File: src/hw/rtl/stlb_ram.sv
// stlb_ram: generic one-write one-read ram with registered read data
// no dependencies; read during write to the same row returns the old row
`default_nettype none

module stlb_ram #(
    parameter int WIDTH = 8,
    parameter int DEPTH = 16
) (
    input  wire logic                                    clk,
    input  wire logic                                    we,
    input  wire logic [((DEPTH > 1) ? $clog2(DEPTH) : 1)-1:0] waddr,
    input  wire logic [WIDTH-1:0]                        wdata,
    input  wire logic [((DEPTH > 1) ? $clog2(DEPTH) : 1)-1:0] raddr,
    output logic      [WIDTH-1:0]                        rdata
);

    logic [WIDTH-1:0] mem [DEPTH];

    always_ff @(posedge clk)
    begin
        rdata <= mem[raddr];
        if (we)
        begin
            mem[waddr] <= wdata;
        end
    end

endmodule

`default_nettype wire

File: config.mk
export PLATFORM = sky130hd
export DESIGN_NAME = stlb_ram
export DESIGN_NICKNAME = d
export VERILOG_FILES = /design/src/hw/rtl/stlb_ram.sv
export SDC_FILE = /design/constraint.sdc
export NUM_CORES = 1
export LEC_CHECK = 0
export ABC_CLOCK_PERIOD_IN_PS = 3730
export BUFFER_PORTS_ARGS = -buffer_cell sky130_fd_sc_hd__buf_2
export CORE_UTILIZATION = 35
export DETAILED_ROUTE_END_ITERATION = 16
export HOLD_SLACK_MARGIN = 0.12
export PLACE_DENSITY = 0.54
export SETUP_SLACK_MARGIN = 0.05
export SYNTH_ARGS = -nofsm -noshare
export SYNTH_HDL_FRONTEND = slang
export SYNTH_SLANG_ARGS = --single-unit
File: constraint.sdc
create_clock -name clk -period 3.73 [get_ports clk]
set_input_delay 0.373 -clock clk [delete_from_list [all_inputs] [get_ports clk]]
set_output_delay 0.373 -clock clk [all_outputs]
set_load 0.005 [all_outputs]
==> results.md <==
- Status: completed
- Starting Density: 36.5%
- Post-CTS Hold Buffers: 0
- Die height: 123 µm
- Via count: 2373
- Number of global-route vias before repair: 2539
- #FFs+latches synth: 136
- WP data arrival: 2.19 ns
- DIE AREA: 15200 µm²
- CTS Buf Count: 17
- MaxCap Viol Count: 0
- Fillers: 1243
- Pre-Repair DR Iteration Count: 4
- Sequential area share after synthesis: 77.8%
- Vias/cell: 5.14
- Synthesized area: 5150 µm²
- Largest net degree at the start of global routing: 33
- DR WL/cell: 22.0 µm
- Syn_nets: 247
- Syn Area/Cell: 22.5 µm²
- RSZ-0062 raised after global routing: false
- Clock Skew: 0.00438 ns
- Setup WS post-layout: 1.85 ns
- GRT Util Overall: 15.2%
- Post-route ant nets: 0
- Setup TNS: 0 ns
- Synthesis Warnings: 0
- Reg area: 4000 µm²
- Crit path max fanout: 29
- Port Buf Inserts: 25
- Drc violations: 0
- Period utilisation layout: 50.5%
- Final core utilization: 42.9%
- Leak pwr: 2.01 nW
- CTS root buffer: clkbuf_16
- CP Capture Type: flop
- Placed insts: 429
- Most frequent cells in the layout: 128 x edfxtp_1, 25 x buf_2, 18 x mux4_2
- I/O pin cnt: 26
- Syn Inst Count: 229
- Layout area overhead: 17.4%
- CTS tree: yes
- Max clock buf depth: 2
- Clock transition at path regs: 0.05 ns
- Fin. max-slew vios: 0
- Fin. Hold Viols: 0
- Tightest Pin Transition: 0.972 ns
- Clk Latency, worst-skew pair: 0.42 ns
- # resized after CTS: 0
- Slew margin rel.: 34.9%
- Critical path launch point type: input port
- Gr ovfl total: 0
- Max VDD drop: 0.333 mV
- Hold crit path type: input port to flop
- Buffer count from post-CTS setup fixing: 0
- Placer congestion estimate: 0.691
- Placement Setup Slack: 1.36 ns
- Rows: 43
- Final setup vio count: 0
- Most common cell after layout, fill and taps aside: edfxtp_1
- Clock period minus worst slack: 1.88 ns
- Initial antenna violation count: 1
- Max Clk Rate: 531 MHz
- CP required: 4.03 ns
- Crit Path Class: input port to flop
- Fraction of layout cells with a size suffix above 1: 28.1%
- Multi-input gate area in the final layout: 1060 µm²
- Core region area: 14100 µm²
- First-pass GRT wire length: 15200 µm
- Non-filler instance count after layout: 462
- Detailed Route Iter0 Violations: 159
- Layout net count: 286
- Distinct cells, synth: 19
- Power, Total: 3.51 mW
- H-tree depth: 4
- DP Wirelength: 6340 µm
- Cell Pwr Density: 580 nW/µm²
- CTS sink cnt: 136
- Total routed wirelength: 10100 µm
- Die W: 123 µm
==> per-layer routing <==
metal | vias up | GRT usage (%) | wire length [µm]
met5 | - | 0 | 0
met4 | 0 | 6.10 | 94
met3 | 8 | 6.04 | 503
met2 | 61 | 22.7 | 4870
met1 | 1252 | 19.8 | 4680
li1 | 1052 | - | -
==> worst max-delay path, cell delays in order <==
cell and delay, ns:
buf_2 0.73, buf_4 0.27, mux4_1 0.55, a22oi_1 0.19, nand2_1 0.06
==> worst paths after layout <==
path,start,end,slack (ns),cells after the start
setup reg to reg,mem[1][0]$_DFFE_PP_,rdata[0]$_DFF_P_,2.38,3
hold reg to reg,mem[4][2]$_DFFE_PP_,rdata[2]$_DFF_P_,0.67,3
setup / recovery,raddr[0],rdata[1]$_DFF_P_,1.85,5
hold / removal,wdata[1],mem[13][1]$_DFFE_PP_,0.35,1
==> kinds of logic after synthesis <==
| family | after synthesis | share of synthesized area [%] |
|---|---|---|
| muxes | 32 | 15.0 |
| and+or+nand+nor | 35 | 3.18 |
| AOI/OAI and AO/OA | 16 | 2.33 |
| DFF | 136 | 77.8 |
| buffers and inverters | 10 | 1.68 |
==> final cells by class <==
| cell class | count | area share, % |
|---|---|---|
| antenna | 1 | 0.0414 |
| clock inverter | 8 | 1.57 |
| tap | 180 | 3.73 |
| multi-input combinational | 83 | 17.6 |
| sequential | 136 | 66.3 |
| clock buffer | 24 | 8.14 |
| timing repair buffer | 30 | 2.69 |
==> flip-flops by register name, summed over array words and instances (netlist names) <==
signal	count
mem	128
rdata	8
==> per-stage QoR <==
stage / area, µm² / hold slack, ns
5_1_grt: 6040 / 0.334
3_5_place_dp: 5450 / 0.664
4_1_cts: 6040 / 0.321
3_3_place_gp: 5450 / 0.659
6_report: 6040 / 0.346
2_1_floorplan: 5150 / 0.472
==> synthesized netlist by cell type <==
| cell | count | area [µm²] |
|---|---|---|
| dfxtp_1 | 8 | 160 |
| mux4_1 | 14 | 368 |
| buf_2 | 3 | 15.0 |
| and2b_1 | 1 | 7.51 |
| a22oi_1 | 16 | 120 |
| buf_4 | 1 | 7.51 |
| nor3_1 | 4 | 20.0 |
| nand3_1 | 1 | 5.00 |
| clkdlybuf4s25_2 | 3 | 30.0 |
| nand2b_1 | 2 | 12.5 |
| edfxtp_1 | 128 | 3840 |
| nand2_1 | 9 | 33.8 |
| or3b_2 | 1 | 8.76 |
| nor2b_1 | 1 | 6.26 |
| and2_1 | 1 | 6.26 |
| nand3b_1 | 2 | 15.0 |
| nor2_1 | 13 | 48.8 |
| mux4_2 | 18 | 405 |
| buf_6 | 3 | 33.8 |
==> power by group <==
group          leakage [nW]  total, mW  switching [mW]  internal, mW
Clock                 0.286       1.64           0.587          1.05
Sequential             1.22       1.72          0.0106          1.71
Combinational         0.497      0.150          0.0874        0.0626
Total                  2.01       3.51           0.685          2.82
Power figures use the tool's default switching activity.
