[src/hw/rtl/stlb_pkg.sv]
// stlb_pkg: sizes, request codes and entry/row types of the set-associative tlb
// no dependencies; used by stlb_set_logic and set_assoc_tlb_lru
`default_nettype none

package stlb_pkg;

    localparam int XLEN        = 64;
    localparam int OFFSET_BITS = 12;
    // power of two, at least two
    localparam int NUM_SETS    = 16;
    localparam int NUM_WAYS    = 4;
    localparam int ADDR_BITS   = 64;

    localparam int VPN_W = ADDR_BITS - OFFSET_BITS;
    localparam int PPN_W = XLEN - OFFSET_BITS;
    localparam int SET_W = (NUM_SETS > 1) ? $clog2(NUM_SETS) : 1;
    localparam int WAY_W = (NUM_WAYS > 1) ? $clog2(NUM_WAYS) : 1;
    localparam int AGE_W = (NUM_WAYS > 1) ? $clog2(NUM_WAYS) : 1;
    localparam int CUR_W = AGE_W + 1;
    localparam int REC_W = 3;

    localparam logic [1:0] REQ_XLATE = 2'd0;
    localparam logic [1:0] REQ_PEEK  = 2'd1;
    localparam logic [1:0] REQ_FLUSH = 2'd2;

    typedef struct packed {
        logic [VPN_W-1:0] tag;
        logic [PPN_W-1:0] ppn;
        logic [AGE_W-1:0] age;
    } entry_t;

    typedef entry_t [NUM_WAYS-1:0] row_t;

    localparam int ROW_W = $bits(row_t);

    typedef struct packed {
        logic                row_we;
        logic                vld_we;
        logic                flush;
        logic [NUM_WAYS-1:0] vld_row;
    } upd_t;

    typedef struct packed {
        logic [XLEN-1:0]  phys;
        logic             hit;
        logic             fault;
        logic [REC_W-1:0] recency;
    } res_t;

endpackage

`default_nettype wire

[src/hw/rtl/stlb_set_logic.sv]
// stlb_set_logic: tag compare, lru victim choice and row update for one set
// depends on stlb_pkg
`default_nettype none

module stlb_set_logic (
    input  wire logic [1:0]                       req,
    input  wire logic [stlb_pkg::VPN_W-1:0]       vpn,
    input  wire logic [stlb_pkg::OFFSET_BITS-1:0] off,
    input  wire logic [stlb_pkg::PPN_W-1:0]       walk_ppn,
    input  wire logic                             walk_fault,
    input  wire stlb_pkg::row_t                   cur_row,
    input  wire logic [stlb_pkg::NUM_WAYS-1:0]    cur_vld,
    output stlb_pkg::row_t                        new_row,
    output stlb_pkg::upd_t                        upd,
    output stlb_pkg::res_t                        res
);

    import stlb_pkg::*;

    logic             hit_any;
    logic [WAY_W-1:0] hit_way;
    logic             inv_any;
    logic [WAY_W-1:0] inv_way;
    logic [WAY_W-1:0] old_way;
    logic [WAY_W-1:0] sel_way;
    logic [CUR_W-1:0] cur_age;
    row_t             touched;
    row_t             filled;

    // descending scans so the lowest matching way wins
    always_comb
    begin
        hit_any = 1'b0;
        hit_way = '0;
        inv_any = 1'b0;
        inv_way = '0;
        old_way = '0;
        for (int j = NUM_WAYS - 1; j >= 0; j--)
        begin
            if (cur_vld[j] && cur_row[j].tag == vpn)
            begin
                hit_any = 1'b1;
                hit_way = WAY_W'(j);
            end
            if (!cur_vld[j])
            begin
                inv_any = 1'b1;
                inv_way = WAY_W'(j);
            end
            // valid ages form a permutation, so the oldest way of a full set has the top age
            if (cur_row[j].age == AGE_W'(NUM_WAYS - 1))
            begin
                old_way = WAY_W'(j);
            end
        end
    end

    assign sel_way = hit_any ? hit_way : (inv_any ? inv_way : old_way);
    // an invalid way counts as older than every valid one
    assign cur_age = cur_vld[sel_way] ? {1'b0, cur_row[sel_way].age} : CUR_W'(NUM_WAYS);

    always_comb
    begin
        touched = cur_row;
        for (int j = 0; j < NUM_WAYS; j++)
        begin
            if (WAY_W'(j) == sel_way)
            begin
                touched[j].age = '0;
            end
            else if (cur_vld[j] && {1'b0, cur_row[j].age} < cur_age)
            begin
                touched[j].age = cur_row[j].age + AGE_W'(1);
            end
        end
        filled              = touched;
        filled[sel_way].tag = vpn;
        filled[sel_way].ppn = walk_ppn;
    end

    always_comb
    begin
        new_row     = touched;
        upd         = '0;
        res         = '0;
        unique case (req)
            REQ_XLATE:
            begin
                if (hit_any)
                begin
                    upd.row_we = 1'b1;
                    res.phys   = {cur_row[hit_way].ppn, off};
                    res.hit    = 1'b1;
                end
                else if (walk_fault)
                begin
                    res.phys  = '1;
                    res.fault = 1'b1;
                end
                else
                begin
                    new_row     = filled;
                    upd.row_we  = 1'b1;
                    upd.vld_we  = 1'b1;
                    upd.vld_row = cur_vld | (NUM_WAYS'(1) << sel_way);
                    res.phys    = {walk_ppn, off};
                end
            end
            REQ_PEEK:
            begin
                if (hit_any)
                begin
                    res.hit     = 1'b1;
                    res.recency = REC_W'(CUR_W'(NUM_WAYS) - {1'b0, cur_row[hit_way].age});
                end
            end
            REQ_FLUSH:
            begin
                upd.flush = 1'b1;
            end
            default:
            begin
                upd = '0;
            end
        endcase
    end

endmodule

`default_nettype wire

[config.mk]
export PLATFORM = sky130hd
export DESIGN_NAME = stlb_set_logic
export DESIGN_NICKNAME = d
export VERILOG_FILES = /design/src/hw/rtl/stlb_pkg.sv /design/src/hw/rtl/stlb_set_logic.sv
export SDC_FILE = /design/constraint.sdc
export NUM_CORES = 1
export LEC_CHECK = 0
export ABC_AREA = 1
export BUFFER_PORTS_ARGS = -buffer_cell sky130_fd_sc_hd__buf_4
export CORE_AREA = 2 2 404 406
export DETAILED_ROUTE_END_ITERATION = 16
export DIE_AREA = 0 0 406 408
export GPL_TIMING_DRIVEN = 0
export SLEW_MARGIN = 10
export SYNTH_ARGS = -nofsm -noshare
export SYNTH_HDL_FRONTEND = slang
export SYNTH_SLANG_ARGS = --single-unit
export TNS_END_PERCENT = 100
[constraint.sdc]
create_clock -name vclk -period 3.7
set_input_delay 0.74 -clock vclk [all_inputs]
set_output_delay 0.74 -clock vclk [all_outputs]
set_load 0.005 [all_outputs]
==> results by group <==
Outcome
  – Status: finished, violations left
  – Failing checks: negative setup slack

Die
  – Starting Density: between 7 and 8%
  – Row count: 148
  – Die width: between 400 and 500 um
  – Chip height: ~410 um
  – # IOs: 1047
  – Die area: approximately 170000 um^2
  – Core area: 162000 um^2

Timing
  – Minimum clock period: 4.78 ns
  – Fmax: between 200 and 250 MHz
  – Pin slew with the least headroom to its limit: 0.941 ns
  – Slew HR: 37.3%
  – Period utilization: 129%
  – Final hold vios: 0
  – Final Setup Violations: 494
  – Final setup margin: -1.08 ns
  – Unrepaired setup endpoints after global routing: true
  – Final setup TNS: -404.39 ns
  – Final Slew Violations: 0

Min path
  – HP Start: req[0]
  – Hold Crit Class: input port to primary output
  – Hold depth: 3
  – Hold Crit Endpoint: upd[4]

Drt
  – DR pass1 iterations: 5
  – Avg WL per Cell: 39.2 um
  – Iter 0 DRT Violations: 2266
  – Total wire length: 237000 um
  – Vias per cell: about 4.2
  – Via count: ~25000
  – Drt drc: 0
  – Antenna viol nets, final: 0

Power and ir drop
  – Worst IR Drop VDD: around 37 uV
  – Post-layout power: about 3.6 mW
  – Power Dens Cells: 128 nW/um^2
  – Pleak: 14.4 nW

Yosys
  – Cell variety after synth: 30
  – Cells after synthesis: 2690
  – Syn Nets: about 3200
  – Top cells by area, synth: nand2_1, o21ai_0, inv_1
  – Yosys top cell by area: nand2_1
  – Sequential share of the synthesized area: 0%
  – Yosys top cell area share: a little under a third
  – YS warnings: 0
  – Syn_area_per_cell: 4.34 um^2
  – Cell Area, Synth: 11700 um^2

Critical path
  – Critical path's slowest cell: ha_4
  – CP endpoint kind: primary output
  – Crit path max fanout: 7
  – Most frequent cell on the critical path: nand2_2
  – Slowest cell delay on critical path: roughly 0.26 ns
  – CP required: 2.96 ns
  – CP Launch Type: input port
  – Worst Setup SP: vpn[37]
  – Setup CP Type: input port to primary output
  – CP arrival: 4.04 ns

Finish
  – Layout area overhead: 141%
  – Num sequential: 0
  – CLK BUF: 0
  – Layout net count: 4418
  – Commonest non-fill, non-tap cell in the layout: buf_4
  – Most frequent cells in the layout: buf_4, nand2_1, inv_1
  – Share of post-route cells with drive strength above 1: between 40% and 50%
  – FF+latch area: 0 um^2

Place
  – Pre-CTS setup slack: -3.15 ns
  – Input/output buffers: 1032
  – Hpwl dp: 204000 um
  – Final RePlAce weighted congestion: about 0.99

GRT
  – Largest net degree at the start of global routing: 11
  – Vias in the first global route: 23400
  – Antenna violations before repair: 132
  – Busiest grt layer: met2
  – Total track usage: 26.9%
  – Met2 Use GR: 44.5%
  – GRT overflow: 0
  – Global-route wire length before repair: 284000 um
  – GRT met3 Usage: 8.30%
  – Met1 usage: 32.0%

Flow run
  – Number of max-cap violations: 0
-- worst max path at each step --
stage	endpoint	cells past startpoint	slack [ns]
2_1_floorplan	new_row[107]	27	-0.04
3_3_place_gp	new_row[179]	19	-3.26
3_5_place_dp	new_row[179]	19	-3.15
4_1_cts	new_row[0]	28	-1.06
5_1_grt	new_row[107]	30	-1.16
6_report	new_row[107]	29	-1.08
-- through the flow --
stage	area [um^2]	hold slack, ns	instances	utilization, %
global route	28000	1.75	6040	17.3
finish	28100	1.74	6065	17.4
floorplan	11800	1.51	2690	-
global placement	22300	1.73	5897	13.8
detailed placement	22300	1.73	5897	13.8
CTS	25900	1.74	5978	16.0
-- report_power, final --
part           internal, mW  switching (mW)
registers                 0               0
clock network   0.000000750               0
logic                  1.41            2.17
-- repair_timing --
action | CTS | global route
gates resized for setup | 782 | 447
gates cloned | 13 | 14
setup buffers | 71 | 48
hold buffers | 0 | 0
pin swaps | 69 | 49
endpoints found under the setup margin | 499 | 498
-- layout make-up --
type | instances | area [um^2]
Tap cell | 2175 | 2720
Multi-Input combinational cell | 2075 | 11300
Fill cell | 19000 | 134000
Buffer | 152 | 2010
Antenna cell | 30 | 75.1
Timing Repair Buffer | 1176 | 10100
Inverter | 457 | 1850
-- routing by layer --
layer  up-vias  share of wire (%)  wire (um)
met4       118                5.9      14000
met5         -               0.32        763
met3       448                8.9      21100
met2      1535                 46     108000
li1      10800                  -          -
met1     12500                 39      93400
-- synthesized netlist by cell type, drive strengths merged --
cell type and count:
a21boi 1, a21oi 138, a221oi 1, buf 97
clkbuf 61, ha 9, inv 457, nand2 992
nand3 127, nand4 3, nor2 199, nor4 1
o21ai 570, o22ai 9, o2bb2ai 1, o31ai 1
xnor2 13, xor2 10
-- logic make-up (layout without fill, tap and decap cells) --
kind of cell | count (synthesis) | count (layout) | synth area share [%]
buf+inv | 615 | 1785 | 21.3
fa+ha+maj | 9 | 9 | 0.964
compound gates | 721 | 721 | 31.3
other cells | 0 | 30 | 0
simple gates | 1322 | 1322 | 44.8
xor+xnor | 23 | 23 | 1.72
-- worst max-delay path, delay by kind of cell --
kind	cells	cell delay (ns)
simple gates	20	2.04
compound gates	2	0.31
buf+inv	6	0.66
fa+ha+maj	1	0.26
No activity file was read; power rests on OpenSTA's default activity.
